## src/hdl/pgp_pkg.sv

```systemverilog
// Shared types, constants and helper functions of the pixel ground projection block.
`default_nettype none

package pgp_pkg;

    // Build-time placement of the projection.
    localparam int START_ROW       = 0;
    localparam int CAM_OFFSET_X_MM = 0;

    // Iteration counts of the shared units.
    localparam int CORDIC_STEPS = 17;
    localparam int DIV_STEPS    = 62;
    localparam int ITER_W       = 6;

    // Angle constants in 2^-16 rad and CORDIC start value in Q30.
    localparam logic signed [19:0] ANG_PI      = 20'sd205887;
    localparam logic signed [19:0] ANG_HALF_PI = 20'sd102944;
    localparam logic signed [31:0] CORDIC_GAIN = 32'sd652032874;

    localparam logic signed [23:0] S24_MAX = 24'sh7FFFFF;
    localparam logic signed [23:0] S24_MIN = 24'sh800000;

    // Configuration register indexes.
    localparam logic [2:0] REG_FRAME_WIDTH  = 3'd0;
    localparam logic [2:0] REG_FRAME_HEIGHT = 3'd1;
    localparam logic [2:0] REG_CAM_HEIGHT   = 3'd2;
    localparam logic [2:0] REG_CAM_PITCH    = 3'd3;
    localparam logic [2:0] REG_FOCAL_LENGTH = 3'd4;
    localparam logic [2:0] REG_ROBOT_X      = 3'd5;
    localparam logic [2:0] REG_ROBOT_Y      = 3'd6;
    localparam logic [2:0] REG_ROBOT_HEADING = 3'd7;

    // Datapath operations issued by the controller.
    localparam logic [4:0] OP_NOP       = 5'd0;
    localparam logic [4:0] OP_CINIT_P   = 5'd1;
    localparam logic [4:0] OP_CINIT_H   = 5'd2;
    localparam logic [4:0] OP_CSTEP     = 5'd3;
    localparam logic [4:0] OP_CDONE_P   = 5'd4;
    localparam logic [4:0] OP_CDONE_H   = 5'd5;
    localparam logic [4:0] OP_MUL_F2CP  = 5'd6;
    localparam logic [4:0] OP_MUL_D2SP  = 5'd7;
    localparam logic [4:0] OP_MUL_F2SP  = 5'd8;
    localparam logic [4:0] OP_MUL_D2CP  = 5'd9;
    localparam logic [4:0] OP_MUL_HCLO  = 5'd10;
    localparam logic [4:0] OP_MUL_HCHI  = 5'd11;
    localparam logic [4:0] OP_DIVR_SET  = 5'd12;
    localparam logic [4:0] OP_DIV_STEP  = 5'd13;
    localparam logic [4:0] OP_DIVR_DONE = 5'd14;
    localparam logic [4:0] OP_MUL_RCP   = 5'd15;
    localparam logic [4:0] OP_MUL_HCSP  = 5'd16;
    localparam logic [4:0] OP_RP        = 5'd17;
    localparam logic [4:0] OP_MUL_RPW2  = 5'd18;
    localparam logic [4:0] OP_DIVY_SET  = 5'd19;
    localparam logic [4:0] OP_DIVY_DONE = 5'd20;
    localparam logic [4:0] OP_MUL_XCH   = 5'd21;
    localparam logic [4:0] OP_MUL_YSH   = 5'd22;
    localparam logic [4:0] OP_MUL_XSH   = 5'd23;
    localparam logic [4:0] OP_MUL_YCH   = 5'd24;
    localparam logic [4:0] OP_WY        = 5'd25;
    localparam logic [4:0] OP_EMIT_PT   = 5'd26;
    localparam logic [4:0] OP_EMIT_BOX  = 5'd27;

    typedef struct packed {
        logic [12:0] line_width;
        logic [12:0] line_count;
        logic [11:0] camera_height_mm;
        logic [16:0] cam_tilt;
        logic [15:0] focal_length_px;
        logic [23:0] robot_x_mm;
        logic [23:0] robot_y_mm;
        logic [18:0] robot_heading;
    } t_cfg;

    typedef struct packed {
        logic              load;
        logic [4:0]        op;
        logic [ITER_W-1:0] iter;
    } t_cmd;

    typedef struct packed {
        logic mark;
        logic last;
        logic out_full;
    } t_sts;

    // Arctangent of 2^-i in 2^-16 rad.
    function automatic logic signed [19:0] atan_entry(input logic [4:0] idx);
        logic signed [19:0] v;
        begin
            case (idx)
                5'd0:    v = 20'sd51472;
                5'd1:    v = 20'sd30385;
                5'd2:    v = 20'sd16055;
                5'd3:    v = 20'sd8150;
                5'd4:    v = 20'sd4091;
                5'd5:    v = 20'sd2047;
                5'd6:    v = 20'sd1024;
                5'd7:    v = 20'sd512;
                5'd8:    v = 20'sd256;
                5'd9:    v = 20'sd128;
                5'd10:   v = 20'sd64;
                5'd11:   v = 20'sd32;
                5'd12:   v = 20'sd16;
                5'd13:   v = 20'sd8;
                5'd14:   v = 20'sd4;
                5'd15:   v = 20'sd2;
                5'd16:   v = 20'sd1;
                default: v = 20'sd0;
            endcase
            return v;
        end
    endfunction

    // Clamp a wide signed value to the signed 24-bit range.
    function automatic logic signed [23:0] sat24(input logic signed [63:0] v);
        logic signed [23:0] r;
        begin
            if (v > 64'sd8388607) begin
                r = S24_MAX;
            end else if (v < -64'sd8388608) begin
                r = S24_MIN;
            end else begin
                r = v[23:0];
            end
            return r;
        end
    endfunction

endpackage

`default_nettype wire

```

## src/hdl/pgp_ctrl.sv

```systemverilog
// Controller: sequences the datapath operations for one request at a time.
`default_nettype none

module pgp_ctrl (
    input  wire logic     i_clk,
    input  wire logic     i_rst_n,
    input  wire logic     i_in_valid,
    output logic          o_in_ready,
    input  pgp_pkg::t_sts i_sts,
    output pgp_pkg::t_cmd o_cmd
);

    localparam logic [5:0] ST_IDLE      = 6'd0;
    localparam logic [5:0] ST_DECIDE    = 6'd1;
    localparam logic [5:0] ST_CINIT_P   = 6'd2;
    localparam logic [5:0] ST_CSTEP_P   = 6'd3;
    localparam logic [5:0] ST_CDONE_P   = 6'd4;
    localparam logic [5:0] ST_CINIT_H   = 6'd5;
    localparam logic [5:0] ST_CSTEP_H   = 6'd6;
    localparam logic [5:0] ST_CDONE_H   = 6'd7;
    localparam logic [5:0] ST_MUL_F2CP  = 6'd8;
    localparam logic [5:0] ST_MUL_D2SP  = 6'd9;
    localparam logic [5:0] ST_MUL_F2SP  = 6'd10;
    localparam logic [5:0] ST_MUL_D2CP  = 6'd11;
    localparam logic [5:0] ST_MUL_HCLO  = 6'd12;
    localparam logic [5:0] ST_MUL_HCHI  = 6'd13;
    localparam logic [5:0] ST_DIVR_SET  = 6'd14;
    localparam logic [5:0] ST_DIVR_STEP = 6'd15;
    localparam logic [5:0] ST_DIVR_DONE = 6'd16;
    localparam logic [5:0] ST_MUL_RCP   = 6'd17;
    localparam logic [5:0] ST_MUL_HCSP  = 6'd18;
    localparam logic [5:0] ST_RP        = 6'd19;
    localparam logic [5:0] ST_MUL_RPW2  = 6'd20;
    localparam logic [5:0] ST_DIVY_SET  = 6'd21;
    localparam logic [5:0] ST_DIVY_STEP = 6'd22;
    localparam logic [5:0] ST_DIVY_DONE = 6'd23;
    localparam logic [5:0] ST_MUL_XCH   = 6'd24;
    localparam logic [5:0] ST_MUL_YSH   = 6'd25;
    localparam logic [5:0] ST_MUL_XSH   = 6'd26;
    localparam logic [5:0] ST_MUL_YCH   = 6'd27;
    localparam logic [5:0] ST_WY        = 6'd28;
    localparam logic [5:0] ST_EMIT_PT   = 6'd29;
    localparam logic [5:0] ST_EMIT_BOX  = 6'd30;

    localparam logic [pgp_pkg::ITER_W-1:0] CORDIC_LAST =
        pgp_pkg::ITER_W'(pgp_pkg::CORDIC_STEPS - 1);
    localparam logic [pgp_pkg::ITER_W-1:0] DIV_LAST =
        pgp_pkg::ITER_W'(pgp_pkg::DIV_STEPS - 1);

    logic [5:0]                r_state, n_state;
    logic [pgp_pkg::ITER_W-1:0] r_iter, n_iter;
    logic [4:0]                op;

    assign o_in_ready = r_state == ST_IDLE;
    assign o_cmd.load = o_in_ready && i_in_valid;
    assign o_cmd.op   = op;
    assign o_cmd.iter = r_iter;

    always_ff @(posedge i_clk) begin
        if (!i_rst_n) begin
            r_state <= ST_IDLE;
            r_iter  <= '0;
        end else begin
            r_state <= n_state;
            r_iter  <= n_iter;
        end
    end

    // Next state and the operation issued in each state.
    always_comb begin
        n_state = r_state;
        n_iter  = '0;
        op      = pgp_pkg::OP_NOP;
        unique case (r_state)
            ST_IDLE:   if (i_in_valid) n_state = ST_DECIDE;
            ST_DECIDE: begin
                if (i_sts.mark)      n_state = ST_CINIT_P;
                else if (i_sts.last) n_state = ST_EMIT_BOX;
                else                 n_state = ST_IDLE;
            end
            ST_CINIT_P: begin op = pgp_pkg::OP_CINIT_P; n_state = ST_CSTEP_P; end
            ST_CSTEP_P: begin
                op     = pgp_pkg::OP_CSTEP;
                n_iter = r_iter + 1'b1;
                if (r_iter == CORDIC_LAST) begin
                    n_iter  = '0;
                    n_state = ST_CDONE_P;
                end
            end
            ST_CDONE_P: begin op = pgp_pkg::OP_CDONE_P; n_state = ST_CINIT_H; end
            ST_CINIT_H: begin op = pgp_pkg::OP_CINIT_H; n_state = ST_CSTEP_H; end
            ST_CSTEP_H: begin
                op     = pgp_pkg::OP_CSTEP;
                n_iter = r_iter + 1'b1;
                if (r_iter == CORDIC_LAST) begin
                    n_iter  = '0;
                    n_state = ST_CDONE_H;
                end
            end
            ST_CDONE_H:  begin op = pgp_pkg::OP_CDONE_H;  n_state = ST_MUL_F2CP; end
            ST_MUL_F2CP: begin op = pgp_pkg::OP_MUL_F2CP; n_state = ST_MUL_D2SP; end
            ST_MUL_D2SP: begin op = pgp_pkg::OP_MUL_D2SP; n_state = ST_MUL_F2SP; end
            ST_MUL_F2SP: begin op = pgp_pkg::OP_MUL_F2SP; n_state = ST_MUL_D2CP; end
            ST_MUL_D2CP: begin op = pgp_pkg::OP_MUL_D2CP; n_state = ST_MUL_HCLO; end
            ST_MUL_HCLO: begin op = pgp_pkg::OP_MUL_HCLO; n_state = ST_MUL_HCHI; end
            ST_MUL_HCHI: begin op = pgp_pkg::OP_MUL_HCHI; n_state = ST_DIVR_SET; end
            ST_DIVR_SET: begin op = pgp_pkg::OP_DIVR_SET; n_state = ST_DIVR_STEP; end
            ST_DIVR_STEP: begin
                op     = pgp_pkg::OP_DIV_STEP;
                n_iter = r_iter + 1'b1;
                if (r_iter == DIV_LAST) begin
                    n_iter  = '0;
                    n_state = ST_DIVR_DONE;
                end
            end
            ST_DIVR_DONE: begin op = pgp_pkg::OP_DIVR_DONE; n_state = ST_MUL_RCP; end
            ST_MUL_RCP:   begin op = pgp_pkg::OP_MUL_RCP;   n_state = ST_MUL_HCSP; end
            ST_MUL_HCSP:  begin op = pgp_pkg::OP_MUL_HCSP;  n_state = ST_RP; end
            ST_RP:        begin op = pgp_pkg::OP_RP;        n_state = ST_MUL_RPW2; end
            ST_MUL_RPW2:  begin op = pgp_pkg::OP_MUL_RPW2;  n_state = ST_DIVY_SET; end
            ST_DIVY_SET:  begin op = pgp_pkg::OP_DIVY_SET;  n_state = ST_DIVY_STEP; end
            ST_DIVY_STEP: begin
                op     = pgp_pkg::OP_DIV_STEP;
                n_iter = r_iter + 1'b1;
                if (r_iter == DIV_LAST) begin
                    n_iter  = '0;
                    n_state = ST_DIVY_DONE;
                end
            end
            ST_DIVY_DONE: begin op = pgp_pkg::OP_DIVY_DONE; n_state = ST_MUL_XCH; end
            ST_MUL_XCH:   begin op = pgp_pkg::OP_MUL_XCH;   n_state = ST_MUL_YSH; end
            ST_MUL_YSH:   begin op = pgp_pkg::OP_MUL_YSH;   n_state = ST_MUL_XSH; end
            ST_MUL_XSH:   begin op = pgp_pkg::OP_MUL_XSH;   n_state = ST_MUL_YCH; end
            ST_MUL_YCH:   begin op = pgp_pkg::OP_MUL_YCH;   n_state = ST_WY; end
            ST_WY:        begin op = pgp_pkg::OP_WY;        n_state = ST_EMIT_PT; end
            // Results wait here until the result register is free.
            ST_EMIT_PT: begin
                if (!i_sts.out_full) begin
                    op      = pgp_pkg::OP_EMIT_PT;
                    n_state = i_sts.last ? ST_EMIT_BOX : ST_IDLE;
                end
            end
            ST_EMIT_BOX: begin
                if (!i_sts.out_full) begin
                    op      = pgp_pkg::OP_EMIT_BOX;
                    n_state = ST_IDLE;
                end
            end
            default: n_state = ST_IDLE;
        endcase
    end

endmodule

`default_nettype wire

```

## config.mk

```make
export PLATFORM = sky130hd
export DESIGN_NAME = pgp_ctrl
export DESIGN_NICKNAME = d
export VERILOG_FILES = /design/src/hdl/pgp_pkg.sv /design/src/hdl/pgp_ctrl.sv
export SDC_FILE = /design/constraint.sdc
export NUM_CORES = 1
export LEC_CHECK = 0
export BUFFER_PORTS_ARGS = -buffer_cell sky130_fd_sc_hd__buf_2
export CORE_MARGIN = 8
export CORE_UTILIZATION = 49
export DETAILED_ROUTE_END_ITERATION = 6
export PLACE_DENSITY = 0.71
export SLEW_MARGIN = 5
export SYNTH_ARGS = -nofsm -noshare
export SYNTH_HDL_FRONTEND = slang
export SYNTH_SLANG_ARGS = --single-unit
```

## constraint.sdc

```tcl
create_clock -name i_clk -period 2.9 [get_ports i_clk]
set_input_delay 0.58 -clock i_clk [delete_from_list [all_inputs] [get_ports i_clk]]
set_output_delay 0.58 -clock i_clk [all_outputs]
set_load 0.005 [all_outputs]
```

==> metrics.md <==
| Metric | Value |
|---|---|
| Post-Syn Area per Cell | 7.079 um^2 |
| Slew @ Worst Pin | 0.7765 ns |
| Post-Layout Cell Count | 187 |
| Boundary Pins | 19 |
| Chip width | 61.93 um |
| Critical Path Start Type | flip-flop |
| Antenna violations before repair | 0 |
| Total chip power | 948.4 uW |
| Worst VDD drop | 0.6396 mV |
| Worst Hold Class | flip-flop to flip-flop |
| Async SR Flop Fraction | 0% |
| Nets@finish | 170 |
| Mapped cell area | 1033 um^2 |
| Status | completed |
| Reg power frac | 29.6% |
| Min Tclk post-route | 2.612 ns |
| DR WL/cell | 13.84 um |
| Worst slew margin | 48.16% |
| Fmax | 382.8 MHz |
| Cells after DPL | 183 |
| CP endpoint | o_cmd[7] |
| Fill cell count | 213 |
| # setup viols final | 0 |
| Max Slew Vio Count | 0 |
| GR Layer Usage met3 | 2.675% |
| Grt ovf | 0 |
| Adder-cell share of the synthesized area | 3.632% |
| Synth Net Count | 155 |
| TritonRoute pass-1 iters | 4 |
| Post-CTS Setup Inserts | 0 |
| Vias in the first global route | 926 |
| Design area | 1152 um^2 |
| Fraction of layout cells with a size suffix above 1 | 18.13% |
| Gpl congestion | 0.7578 |
| Multi-input gate area | 735.7 um^2 |
| Synth Area in Compound Gates | 33.90% |
| Switch share | 48.13% |
| Placed cell area | 1125 um^2 |
| Power Density | 823.0 nW/um^2 |
| DR vias | 1105 |
| First-pass GRT wire length | 4.250 mm |
| Ys flop type | dfxtp_1 |
| Flop2flop setup slack | 0.72 ns |
| Initial drt markers | 82 |
| DP Wirelength | 1.850 mm |
| Worst path arrival time | 2.03 ns |
| Seq/Total Area, Yosys | 21.31% |
| Port bufs | 18 |
| Worst reg2reg endpoint | r_state[2]$_SDFFE_PN0P_ |
| Worst reg2reg startpoint | r_state[0]$_SDFFE_PN0P_ |
| Worst Skew | 0.008412 ns |
| Clock network power share | 11.1% |
| Largest family of logic cells by synthesized area | compound AO/OA/AOI/OAI gates |
| Max Cap Viol | 0 |
| Synth cell types | 44 |
| Global-route usage over all layers | 14.19% |
| M1 GR Usage | 19.20% |
| Total CTS buffers | 3 |
| Worst Path Required | 2.32 ns |
| Leakage | 0.0004369 uW |
| Vias/cell | 5.909 |
| Core ar. | 1982 um^2 |
| DRC | 0 |
| Final hold vios | 0 |
| Register area | 220.2 um^2 |
| Longest Clk Path Bufs | 2 |
| Crit Path Max Fanout | 26 |
| Internal power | 491.9 uW |
| Final Routed Wirelength | 2.589 mm |
| Die ar. | 3835 um^2 |
| Setup TNS | 0 ns |
| Worst-path clk slew | 0.08 ns |
| Simple-gate share of the synthesized area | 28.57% |
| Sink Count | 11 |
| Root Driver | clkbuf_4 |
| Switch Pwr | 456.4 uW |
| Register bit total from synthesis | 11 |
| Total inserted antenna cells | 0 |
| Comb pwr share | 59.3% |
| Post-CTS Hold Buffers | 0 |
| Starting Density | 52.15% |
| # rows | 16 |
| Final ANT Viol Nets | 0 |
| Htree depth | 1 |
| Cells after Synth | 146 |
| Area grow syn2layout | 11.50% |
| Post-CTS Resized | 0 |
| Setup CP Type | flip-flop to output pin |
| Die H | 61.93 um |
| GR met2 Demand/Resource | 22.01% |
| Busiest layer in global routing | met2 |
| Largest net degree at the start of global routing | 27 |
| Final core utilization | 58.14% |
| Post-synthesis mux area share | 0% |
| Number of synthesis warnings | 0 |
| Critical path capture point type | output pin |
| Reg2reg path depth | 5 |
| Xor/xnor cell area share of the yosys netlist | 5.085% |
| Tcrit/Tclk final | 90.08% |
| CTS tree | yes |
| RSZ-0062 raised after global routing | false |
| CP startpoint | r_state[3]$_SDFFE_PN0P_ |
| Post-synth EDFFs | 0 |
| Later-pin clock latency in the skew report | 0.27 ns |
-- cell usage after synthesis, types with 2 or more instances --
master     count  area (um^2)
o21a_1         3        22.52
ha_1           3        37.54
nand2_1       15        56.30
or3_1          2        12.51
buf_2          5        25.02
a21oi_1       15        75.07
nor2b_1        3        18.77
o2111ai_1      4        35.03
inv_1          6        22.52
dfxtp_1       11        220.2
buf_1          2        7.510
xnor2_1        3        26.28
o21ai_0        9        45.04
o31ai_1        2        15.01
a211o_1        2        17.52
xor2_1         3        26.28
nor3_1         4        20.02
nor2_1        17        63.81
o221ai_1       3        26.28
a31oi_1        2        12.51
nand3_1        7        35.03
clkbuf_1       3        11.26
-- per-stage QoR --
| stage | hold slack, ns | worst slack, ns |
|---|---|---|
| finish | 0.5017 | 0.2877 |
| global route | 0.5341 | 0.07848 |
| CTS | 0.5075 | 0.2975 |
| detailed placement | 0.4893 | 0.5985 |
| global placement | 0.4788 | 0.6529 |
| floorplan | 0.4699 | 1.000 |
-- layout by cell type (no fill, tap or decap), types with 4 or more instances in the layout --
cell	Yosys	layout
o2111ai_1	4	4
dfxtp_1	11	11
a21oi_1	15	15
nand2_1	15	15
nor2_1	17	17
buf_2	5	18
nand3_1	7	7
nor3_1	4	4
inv_1	6	6
o21ai_0	9	9
-- power groups by stage --
stage / Combinational (uW) / Sequential [uW] / Clock (uW)
final: 563 / 280 / 105
after global routing: 638 / 293 / 114
after CTS: 564 / 278 / 110
after detailed placement: 560 / 280 / 0
after global placement: 549 / 278 / 0
after floorplan: 494 / 204 / 0
-- final cells by class --
cell class / instances / area share [%]
multi-input combinational: 118 / 63.84
inverter: 6 / 1.954
timing repair buffer: 21 / 9.772
sequential: 11 / 19.11
clock inverter: 1 / 0.4343
tap: 27 / 2.932
clock buffer: 3 / 1.954
-- layer usage --
metal / up-vias / routed length (um)
li1: 558 / -
met1: 512 / 1154
met5: - / 0
met4: 0 / 21
met2: 31 / 1270
met3: 4 / 142
-- flip-flops by register name (all words and copies together), names as in the netlist --
register,flops
r_state,5
r_iter,6
-- logic make-up after synthesis --
kind of cell / count (synthesis)
buffers and inverters: 17
AO/OA/AOI/OAI: 50
flip-flops: 11
adder cells (fa/ha/maj): 3
AND/OR/NAND/NOR: 59
XOR/XNOR: 6
-- worst max-delay path, stage by stage (launching register included) --
cell and delay [ns]:
dfxtp_1 0.83, or2_1 0.25, a21oi_1 0.07, or3_1 0.34, a21oi_1 0.14, buf_2 0.12
-- how the worst min path moves through the flow --
stage	from	depth (start not counted)	endpoint	slack, ns
floorplan	r_iter[0]$_SDFF_PN0_	1	r_iter[0]$_SDFF_PN0_	0.47
global placement	r_iter[0]$_SDFF_PN0_	1	r_iter[0]$_SDFF_PN0_	0.48
detailed placement	r_iter[0]$_SDFF_PN0_	1	r_iter[0]$_SDFF_PN0_	0.49
CTS	r_iter[0]$_SDFF_PN0_	1	r_iter[0]$_SDFF_PN0_	0.51
global route	r_iter[0]$_SDFF_PN0_	1	r_iter[0]$_SDFF_PN0_	0.53
finish	r_iter[0]$_SDFF_PN0_	1	r_iter[0]$_SDFF_PN0_	0.50
(Power assumes the default switching activity.)
