## src/hdl/pgp_pkg.sv

```systemverilog
// Shared types, constants and helper functions of the pixel ground projection block.
`default_nettype none

package pgp_pkg;

    // Build-time placement of the projection.
    localparam int START_ROW       = 0;
    localparam int CAM_OFFSET_X_MM = 0;

    // Iteration counts of the shared units.
    localparam int CORDIC_STEPS = 17;
    localparam int DIV_STEPS    = 62;
    localparam int ITER_W       = 6;

    // Angle constants in 2^-16 rad and CORDIC start value in Q30.
    localparam logic signed [19:0] ANG_PI      = 20'sd205887;
    localparam logic signed [19:0] ANG_HALF_PI = 20'sd102944;
    localparam logic signed [31:0] CORDIC_GAIN = 32'sd652032874;

    localparam logic signed [23:0] S24_MAX = 24'sh7FFFFF;
    localparam logic signed [23:0] S24_MIN = 24'sh800000;

    // Configuration register indexes.
    localparam logic [2:0] REG_FRAME_WIDTH  = 3'd0;
    localparam logic [2:0] REG_FRAME_HEIGHT = 3'd1;
    localparam logic [2:0] REG_CAM_HEIGHT   = 3'd2;
    localparam logic [2:0] REG_CAM_PITCH    = 3'd3;
    localparam logic [2:0] REG_FOCAL_LENGTH = 3'd4;
    localparam logic [2:0] REG_ROBOT_X      = 3'd5;
    localparam logic [2:0] REG_ROBOT_Y      = 3'd6;
    localparam logic [2:0] REG_ROBOT_HEADING = 3'd7;

    // Datapath operations issued by the controller.
    localparam logic [4:0] OP_NOP       = 5'd0;
    localparam logic [4:0] OP_CINIT_P   = 5'd1;
    localparam logic [4:0] OP_CINIT_H   = 5'd2;
    localparam logic [4:0] OP_CSTEP     = 5'd3;
    localparam logic [4:0] OP_CDONE_P   = 5'd4;
    localparam logic [4:0] OP_CDONE_H   = 5'd5;
    localparam logic [4:0] OP_MUL_F2CP  = 5'd6;
    localparam logic [4:0] OP_MUL_D2SP  = 5'd7;
    localparam logic [4:0] OP_MUL_F2SP  = 5'd8;
    localparam logic [4:0] OP_MUL_D2CP  = 5'd9;
    localparam logic [4:0] OP_MUL_HCLO  = 5'd10;
    localparam logic [4:0] OP_MUL_HCHI  = 5'd11;
    localparam logic [4:0] OP_DIVR_SET  = 5'd12;
    localparam logic [4:0] OP_DIV_STEP  = 5'd13;
    localparam logic [4:0] OP_DIVR_DONE = 5'd14;
    localparam logic [4:0] OP_MUL_RCP   = 5'd15;
    localparam logic [4:0] OP_MUL_HCSP  = 5'd16;
    localparam logic [4:0] OP_RP        = 5'd17;
    localparam logic [4:0] OP_MUL_RPW2  = 5'd18;
    localparam logic [4:0] OP_DIVY_SET  = 5'd19;
    localparam logic [4:0] OP_DIVY_DONE = 5'd20;
    localparam logic [4:0] OP_MUL_XCH   = 5'd21;
    localparam logic [4:0] OP_MUL_YSH   = 5'd22;
    localparam logic [4:0] OP_MUL_XSH   = 5'd23;
    localparam logic [4:0] OP_MUL_YCH   = 5'd24;
    localparam logic [4:0] OP_WY        = 5'd25;
    localparam logic [4:0] OP_EMIT_PT   = 5'd26;
    localparam logic [4:0] OP_EMIT_BOX  = 5'd27;

    typedef struct packed {
        logic [12:0] line_width;
        logic [12:0] line_count;
        logic [11:0] camera_height_mm;
        logic [16:0] cam_tilt;
        logic [15:0] focal_length_px;
        logic [23:0] robot_x_mm;
        logic [23:0] robot_y_mm;
        logic [18:0] robot_heading;
    } t_cfg;

    typedef struct packed {
        logic              load;
        logic [4:0]        op;
        logic [ITER_W-1:0] iter;
    } t_cmd;

    typedef struct packed {
        logic mark;
        logic last;
        logic out_full;
    } t_sts;

    // Arctangent of 2^-i in 2^-16 rad.
    function automatic logic signed [19:0] atan_entry(input logic [4:0] idx);
        logic signed [19:0] v;
        begin
            case (idx)
                5'd0:    v = 20'sd51472;
                5'd1:    v = 20'sd30385;
                5'd2:    v = 20'sd16055;
                5'd3:    v = 20'sd8150;
                5'd4:    v = 20'sd4091;
                5'd5:    v = 20'sd2047;
                5'd6:    v = 20'sd1024;
                5'd7:    v = 20'sd512;
                5'd8:    v = 20'sd256;
                5'd9:    v = 20'sd128;
                5'd10:   v = 20'sd64;
                5'd11:   v = 20'sd32;
                5'd12:   v = 20'sd16;
                5'd13:   v = 20'sd8;
                5'd14:   v = 20'sd4;
                5'd15:   v = 20'sd2;
                5'd16:   v = 20'sd1;
                default: v = 20'sd0;
            endcase
            return v;
        end
    endfunction

    // Clamp a wide signed value to the signed 24-bit range.
    function automatic logic signed [23:0] sat24(input logic signed [63:0] v);
        logic signed [23:0] r;
        begin
            if (v > 64'sd8388607) begin
                r = S24_MAX;
            end else if (v < -64'sd8388608) begin
                r = S24_MIN;
            end else begin
                r = v[23:0];
            end
            return r;
        end
    endfunction

endpackage

`default_nettype wire

```

## src/hdl/pgp_regs.sv

```systemverilog
// Configuration register file behind the APB-style port.
`default_nettype none

module pgp_regs (
    input  wire logic          i_clk,
    input  wire logic          i_rst_n,
    input  wire logic          psel,
    input  wire logic          penable,
    input  wire logic          pwrite,
    input  wire logic [4:0]    paddr,
    input  wire logic [31:0]   pwdata,
    output logic      [31:0]   prdata,
    output logic               pready,
    output pgp_pkg::t_cfg      o_cfg
);

    pgp_pkg::t_cfg r_cfg;
    logic          wr_en;
    logic [2:0]    reg_idx;

    assign pready  = 1'b1;
    assign wr_en   = psel & penable & pwrite;
    assign reg_idx = paddr[4:2];
    assign o_cfg   = r_cfg;

    // Register writes; reset loads the default camera geometry.
    always_ff @(posedge i_clk) begin
        if (!i_rst_n) begin
            r_cfg.line_width       <= 13'd640;
            r_cfg.line_count       <= 13'd480;
            r_cfg.camera_height_mm <= 12'd500;
            r_cfg.cam_tilt         <= 17'd16384;
            r_cfg.focal_length_px  <= 16'd500;
            r_cfg.robot_x_mm       <= 24'd0;
            r_cfg.robot_y_mm       <= 24'd0;
            r_cfg.robot_heading    <= 19'd0;
        end else if (wr_en) begin
            unique case (reg_idx)
                pgp_pkg::REG_FRAME_WIDTH:   r_cfg.line_width       <= pwdata[12:0];
                pgp_pkg::REG_FRAME_HEIGHT:  r_cfg.line_count       <= pwdata[12:0];
                pgp_pkg::REG_CAM_HEIGHT:    r_cfg.camera_height_mm <= pwdata[11:0];
                pgp_pkg::REG_CAM_PITCH:     r_cfg.cam_tilt         <= pwdata[16:0];
                pgp_pkg::REG_FOCAL_LENGTH:  r_cfg.focal_length_px  <= pwdata[15:0];
                pgp_pkg::REG_ROBOT_X:       r_cfg.robot_x_mm       <= pwdata[23:0];
                pgp_pkg::REG_ROBOT_Y:       r_cfg.robot_y_mm       <= pwdata[23:0];
                pgp_pkg::REG_ROBOT_HEADING: r_cfg.robot_heading    <= pwdata[18:0];
                default: ;
            endcase
        end
    end

    // Read-back of the raw register bits.
    always_comb begin
        unique case (reg_idx)
            pgp_pkg::REG_FRAME_WIDTH:   prdata = {19'd0, r_cfg.line_width};
            pgp_pkg::REG_FRAME_HEIGHT:  prdata = {19'd0, r_cfg.line_count};
            pgp_pkg::REG_CAM_HEIGHT:    prdata = {20'd0, r_cfg.camera_height_mm};
            pgp_pkg::REG_CAM_PITCH:     prdata = {15'd0, r_cfg.cam_tilt};
            pgp_pkg::REG_FOCAL_LENGTH:  prdata = {16'd0, r_cfg.focal_length_px};
            pgp_pkg::REG_ROBOT_X:       prdata = {8'd0, r_cfg.robot_x_mm};
            pgp_pkg::REG_ROBOT_Y:       prdata = {8'd0, r_cfg.robot_y_mm};
            pgp_pkg::REG_ROBOT_HEADING: prdata = {13'd0, r_cfg.robot_heading};
            default:                    prdata = 32'd0;
        endcase
    end

endmodule

`default_nettype wire

```

## config.mk

```make
export PLATFORM = sky130hd
export DESIGN_NAME = pgp_regs
export DESIGN_NICKNAME = d
export VERILOG_FILES = /design/src/hdl/pgp_pkg.sv /design/src/hdl/pgp_regs.sv
export SDC_FILE = /design/constraint.sdc
export NUM_CORES = 1
export LEC_CHECK = 0
export BUFFER_PORTS_ARGS = -buffer_cell sky130_fd_sc_hd__buf_2
export CELL_PAD_IN_SITES_DETAIL_PLACEMENT = 1
export CELL_PAD_IN_SITES_GLOBAL_PLACEMENT = 1
export CORE_ASPECT_RATIO = 1.1
export CORE_MARGIN = 8
export CORE_UTILIZATION = 37
export CTS_CLUSTER_SIZE = 16
export DETAILED_ROUTE_END_ITERATION = 10
export GPL_TIMING_DRIVEN = 0
export PLACE_DENSITY = 0.92
export SLEW_MARGIN = 20
export SYNTH_ARGS = -nofsm -noshare
export SYNTH_HDL_FRONTEND = slang
export SYNTH_SLANG_ARGS = --single-unit
```

## constraint.sdc

```tcl
create_clock -name i_clk -period 1.6 [get_ports i_clk]
set_input_delay 0.16 -clock i_clk [delete_from_list [all_inputs] [get_ports i_clk]]
set_output_delay 0.16 -clock i_clk [all_outputs]
set_load 0.05 [all_outputs]
```

==> reports/qor.txt, run 1 <==
Setup CP Type: reg -> out
initial antenna violation count: 0
R2R Path Start: o_cfg[2]
detailed-route via count: 7535
core region area: 17550 sq um
worst hold-check slack: -0.003368 ns
Crit-path slowest cell: o32a_2
Max Fclk: 550.6 MHz
average footprint of a synthesized cell: 8.117 sq um
final WL: 33.35 mm
cell area after synthesis: 6575 sq um
slack of the worst reg-to-reg path: 0.70 ns
type of the most critical hold path: in -> reg
routed via count divided by cell count: 5.850
Worst R2R Path Depth: 3
x dimension of the die: 143.1 um
root cell of the clock tree: clkbuf_16
Final #Nets: 1080
largest net degree at the start of global routing: 17
synthesized flop and latch total: 138
PortBufs: 178
headroom to the max-slew limit: 0.4573
worst reg2reg endpoint: o_cfg[2]
largest buffer count on any clock path: 2
Worst-path clk slew: 0.06 ns
violated checks: negative hold slack, negative setup slack
Post-synth EDFFs: 0
hold-critical path depth: 3
CTS Buf Count: 17
end of the worst hold path: o_cfg[34]
transition time of the tightest slew-check pin: 0.8140 ns
CP Launch Type: flip-flop
via count of the first global-routing pass: 7921
total of warnings raised by yosys: 0
number of distinct library cells after synthesis: 46
hold violation count in the final report: 1
DRC Markers: 0
Initial Utilization: 0.3747
peak fanout along the critical path: 2
cell-by-cell trace of the critical path: mux2i_2 -> nor2_1 -> o32a_2 -> buf_8
antenna-violating nets left: 0
Synth async-reset ratio: 0
final cycle utilization of the critical path: 1.135
P per Cell Area: 917.3 nW/um^2
biggest area contributors in the synthesized netlist: dfxtp_1 42%, nand2_1 16%, a21boi_0 8.2%, a21boi_1 5.5%, buf_4 2.6%
GRT Total Usage: 0.2869
Synth top area share: 0.4202
iteration-0 DRC count of the detailed router: 621
Ports: 213
final setup violation count: 18
final standard cell utilization of the core: 0.5229
post-layout instance count excluding filler cells: 1288
Peak supply drop: 0.8413 mV
clock latency on the worst-skew pair: 0.44 ns
total placed cells including tap cells: 1233
run status: finished with violations
final worst slack: -0.2162 ns
hold wc startpoint: pwdata[15]
register area share after synthesis: 0.4202
Die Footprint: 22300 sq um
Final Wtd Congestion: 0.9102
Static Leak: 3.817 nW
flip-flop count of the largest register after layout: 138
wire length of the first global-routing pass: 47.35 mm
top_reg_cell synth: dfxtp_1
critical path arrival: 1.66 ns
final worst path period need: 1.816 ns
CTS tree: done
pre-CTS worst setup slack: -0.5572 ns
RSZ-0062 raised after global routing: true
height of the chip: 155.8 um
library cell with the largest summed area after synthesis: dfxtp_1
delay of the slowest cell on the worst path: 0.40 ns
number of clock sinks seen by CTS: 138
post-synthesis instance total: 810
signed area change from the synthesized netlist to the final layout: 39.54%
setup skew after layout: 0 ns
HPWL reported at the end of detailed placement: 22.09 mm
Detailed Routing Iterations Pass 1: 6
total grt overflow: 0
Slew Viols, Final: 0
post-detailed-route wirelength per cell: 25.89 um
layout cells sized above 1: 0.3790
worst endpoint required time: 1.44 ns
Cell Rows: 51
Critical Path Sink Type: output pin
number of max-capacitance violations reported: 0
number of inserted diodes: 0
maximum level of the CTS H-tree: 4
Total Power: 8.416 mW
logic make-up after synthesis:
group	count (synthesis)	synth area share
simple gates	367	0.2419
other cells	2	0.001142
mux	19	0.03539
compound gates	191	0.2232
buf+inv	93	0.07821
flops	138	0.4202
per-layer routing:
metal  up-vias  GRT usage  routed length (um)
li1       3154          -                   -
met5         -          0                   0
met4         0     0.1788                1855
met3       163    0.09826                3745
met1      3685     0.3088               11710
met2       533     0.4747               16040
how the worst max path moves through the flow:
| stage | startpoint | end | slack, ns | cells past startpoint |
|---|---|---|---|---|
| CTS | o_cfg[20] | prdata[1] | -0.20 | 5 |
| global route | o_cfg[58] | prdata[15] | -0.21 | 4 |
| floorplan | paddr[2] | prdata[13] | -0.02 | 6 |
| global placement | paddr[4] | prdata[15] | -0.54 | 7 |
| detailed placement | paddr[4] | prdata[15] | -0.56 | 7 |
| finish | o_cfg[2] | prdata[2] | -0.22 | 4 |
power breakdown:
group	switching (mW)	internal, mW
Combinational	0.743	0.352
Sequential	0.0252	3.47
Clock	1.59	2.24
Total	2.36	6.05
synth_stat cells, drive strengths merged (3+ instances only):
cell	instances
nand3	19
nor2	26
a21oi	6
mux2	4
nand2b	12
a21boi	120
a22oi	11
mux4	3
o211ai	4
o2bb2ai	7
nand2	282
a22o	13
buf	62
a221oi	18
or2	3
o21ai	3
nor2b	13
mux2i	12
clkbuf	20
inv	11
dfxtp	138
placed cells by master (no fill, tap or decap), types with 8 or more instances in the layout:
cell,synthesis,layout
buf_2,33,174
nand2b_1,12,11
nor2_4,2,9
clkbuf_16,0,17
inv_1,11,11
clkbuf_1,20,20
buf_8,0,10
buf_4,23,48
mux2i_1,12,9
dfxtp_2,0,34
a221oi_2,0,11
nand2_1,281,278
a22o_1,13,13
conb_1,2,9
dlygate4sd3_1,0,8
nor2_2,4,12
a22oi_1,11,8
buf_6,5,22
dfxtp_1,138,104
a21boi_0,72,71
a21boi_1,48,49
nand3_1,19,19
critical path: cells and delay by family, from the launching register on:
family	cells	cell delay, ns
AO/OA/AOI/OAI	1	0.40
flip-flops	1	0.34
multiplexers	1	0.22
buffers and inverters	1	0.16
AND/OR/NAND/NOR	1	0.09
what timing repair did:
| action | CTS | global route |
|---|---|---|
| hold buffers | 8 | 0 |
| gates resized for setup | 118 | 40 |
| pin swaps | 17 | 12 |
| buffers inserted | 11 | 6 |
| endpoints found under the hold margin | 13 | 0 |
| endpoints found under the setup margin | 24 | 20 |
cell type report:
| class | count | area (sq um) |
|---|---|---|
| sequential | 138 | 2805 |
| timing repair buffer | 203 | 1249 |
| clock inverter | 8 | 70.07 |
| inverter | 11 | 41.29 |
| clock buffer | 23 | 478.0 |
| multi-input combinational | 586 | 3669 |
| tap | 238 | 297.8 |
| fill | 2137 | 8373 |
| buffer | 81 | 565.5 |
through the flow:
stage	TNS [ns]	hold slack [ns]	area [sq um]
final	-2.599	-0.003368	9175
after CTS	-2.458	0.006841	8972
after floorplan	-0.01830	0.2840	6723
after global routing	-3.095	0.01609	9175
after global placement	-9.448	0.4140	7911
after detailed placement	-10.08	0.4218	7911
No activity file was read; power rests on OpenSTA's default activity.
==> run 2, diff against run 1 <==
--- a/config.mk
+++ b/config.mk
@@ -14,7 +14,7 @@
 export CTS_CLUSTER_SIZE = 16
 export DETAILED_ROUTE_END_ITERATION = 10
 export GPL_TIMING_DRIVEN = 0
-export PLACE_DENSITY = 0.92
+export PLACE_DENSITY = 0.85
 export SLEW_MARGIN = 20
 export SYNTH_ARGS = -nofsm -noshare
 export SYNTH_HDL_FRONTEND = slang
==> reports/qor.txt, run 2 (synthesized netlist as in run 1, its figures left out) <==
setup skew after layout: 0 ns (unchanged)
maximum level of the CTS H-tree: 4 (unchanged)
final worst path period need: 1.832 ns (+0.01561 ns)
sum of met2 wire segment lengths after detailed routing: 15.44 mm (-3.8%)
violated checks: negative setup slack
Peak supply drop: 0.7627 mV (-9.3%)
Detailed Routing Iterations Pass 1: 5 (-1)
final setup violation count: 18 (unchanged)
final WL: 32.24 mm (-3.3%)
headroom to the max-slew limit: 0.5037 (+0.04636)
part of the power in registers: 0.413 (-0.002)
total grt overflow: 0 (unchanged)
Setup TNS Final: -2.406 ns (+0.1928 ns)
hold violation count in the final report: 0 (-1)
final worst slack: -0.2318 ns (-0.01561 ns)
Initial Utilization: 0.3747 (unchanged)
P per Cell Area: 919.9 nW/um^2 (+0.28%)
layout cells sized above 1: 0.3873 (+0.008203)
PortBufs: 178 (unchanged)
net switching power: 2.306 mW (-2.4%)
routed via count divided by cell count: 5.700 (-2.6%)
CTS tree: done
Critical Path Sink Type: output pin
clock share of power: 0.458 (+0.003)
initial antenna violation count: 0 (unchanged)
signed area change from the synthesized netlist to the final layout: 39.54% (unchanged)
CTS Buf Count: 17 (unchanged)
clock latency on the worst-skew pair: 0.43 ns (about the same)
DRC Markers: 0 (unchanged)
final cycle utilization of the critical path: 1.145 (+0.009759)
total of fill cells in the finished design: 2122 (-0.70%)
highest metal layer with signal wires: met4
Setup CP Type: reg -> out
antenna-violating nets left: 0 (unchanged)
Worst-path clk slew: 0.06 ns (about the same)
type of the most critical hold path: in -> reg
most frequent standard cell in the layout excluding fill and tap cells: nand2_1
core region area: 17550 sq um (unchanged)
number of max-capacitance violations reported: 0 (unchanged)
worst endpoint required time: 1.44 ns (about the same)
x dimension of the die: 143.1 um (unchanged)
height of the chip: 155.8 um (unchanged)
Max Fclk: 545.9 MHz (-0.85%)
CP Launch Type: flip-flop
number of clock sinks seen by CTS: 138 (unchanged)
Final Wtd Congestion: 0.9072 (-0.33%)
detailed-route via count: 7347 (-2.5%)
final standard cell utilization of the core: 0.5229 (unchanged)
Ports: 213 (unchanged)
run status: finished with violations
Die Footprint: 22300 sq um (unchanged)
Slew Viols, Final: 0 (unchanged)
net switching share of the total power: 0.2732 (-0.007558)
RSZ-0062 raised after global routing: true
via count of the first global-routing pass: 7724 (-2.5%)
largest net degree at the start of global routing: 17 (unchanged)
internal power of the cells: 6.134 mW (+1.3%)
metal3 WL: 3.322 mm (-11%)
root cell of the clock tree: clkbuf_16
pre-CTS worst setup slack: -0.5647 ns (-0.007458 ns)
transition time of the tightest slew-check pin: 0.7445 ns (-0.06954 ns)
peak fanout along the critical path: 3 (+1)
Cell Rows: 51 (unchanged)
flip-flop count of the largest register after layout: 138 (unchanged)
Static Leak: 3.830 nW (+0.34%)
post-route met1 wirelength: 11.97 mm (+2.2%)
number of inserted diodes: 0 (unchanged)
Final #Nets: 1081 (+0.093%)
critical path arrival: 1.67 ns (about the same)
iteration-0 DRC count of the detailed router: 593 (-4.5%)
post-detailed-route wirelength per cell: 25.01 um (-3.4%)
largest buffer count on any clock path: 2 (unchanged)
most used cells in the layout excluding fill and tap cells: 277 x nand2_1, 175 x buf_2, 94 x dfxtp_1
wire length of the first global-routing pass: 47.14 mm (-0.45%)
GRT Total Usage: 0.2867 (about the same)
HPWL reported at the end of detailed placement: 21.67 mm (-1.9%)
combinational group share of total power: 0.128 (-0.002)
[run 2: cell count changes in the layout (fill, tap and decap cells not counted), moves of 3 or more]
cell and change:
clkbuf_4 -3, dfxtp_1 -10, dfxtp_2 +9, nor2_2 -3, buf_8 -3, a221oi_1 +3, buf_4 +3, buf_6 +3
[run 2: through the flow]
stage | hold slack (ns) | instance area [sq um] | power, mW | cells
after floorplan | 0.2840 | 6723 | 4.184 | 817
after global placement | 0.4156 | 7911 | 4.469 | 1233
after detailed placement | 0.4223 | 7911 | 4.485 | 1233
after CTS | 0.005844 | 9077 | 8.376 | 1285
after global routing | 0.01434 | 9175 | 8.609 | 1289
final | 0.02135 | 9175 | 8.440 | 1289
[run 2: power by group through the flow]
stage | combinational (mW) | clock [mW] | sequential (mW)
floorplan | 0.529 | 0 | 3.66
global placement | 0.906 | 0 | 3.56
finish | 1.08 | 3.87 | 3.49
detailed placement | 0.921 | 0 | 3.56
CTS | 1.04 | 3.85 | 3.49
global route | 1.11 | 4.00 | 3.49
[run 2: worst max-delay path, cell delays in order, from the launching register on]
cell	delay (ns)
dfxtp_4	0.35
mux2i_2	0.20
nor2_1	0.11
o32a_2	0.41
buf_8	0.16
[run 2: timing repair]
| action | in CTS | in global routing |
|---|---|---|
| pin swaps | 21 | 19 |
| setup endpoints to repair | 24 | 19 |
| hold buffers | 7 | 0 |
| buffers inserted | 15 | 4 |
| hold endpoints to repair | 13 | 0 |
| resized for setup | 139 | 24 |
[run 2: cell type report]
class | instances | area, sq um | area share
sequential | 138 | 2820 | 0.3074
inverter | 11 | 41.29 | 0.004500
clock inverter | 7 | 65.06 | 0.007091
buffer | 81 | 566.8 | 0.06178
tap | 238 | 297.8 | 0.03246
timing repair buffer | 204 | 1251 | 0.1364
clock buffer | 24 | 501.7 | 0.05468
multi-input combinational | 586 | 3631 | 0.3957
[run 2: worst paths after layout]
path / to / slack [ns] / from / cells after the start
min reg2reg: o_cfg[35] / 0.46 / o_cfg[35] / 2
min: o_cfg[35] / 0.02 / pwdata[16] / 3
max reg2reg: o_cfg[70] / 0.69 / o_cfg[70] / 2
max: prdata[2] / -0.23 / o_cfg[21] / 4
[run 2: per-layer routing]
| layer | track usage | vias up |
|---|---|---|
| met5 | 0 | - |
| met4 | 0.1788 | 0 |
| met3 | 0.08938 | 114 |
| met2 | 0.4711 | 470 |
| met1 | 0.3166 | 3615 |
| li1 | - | 3148 |
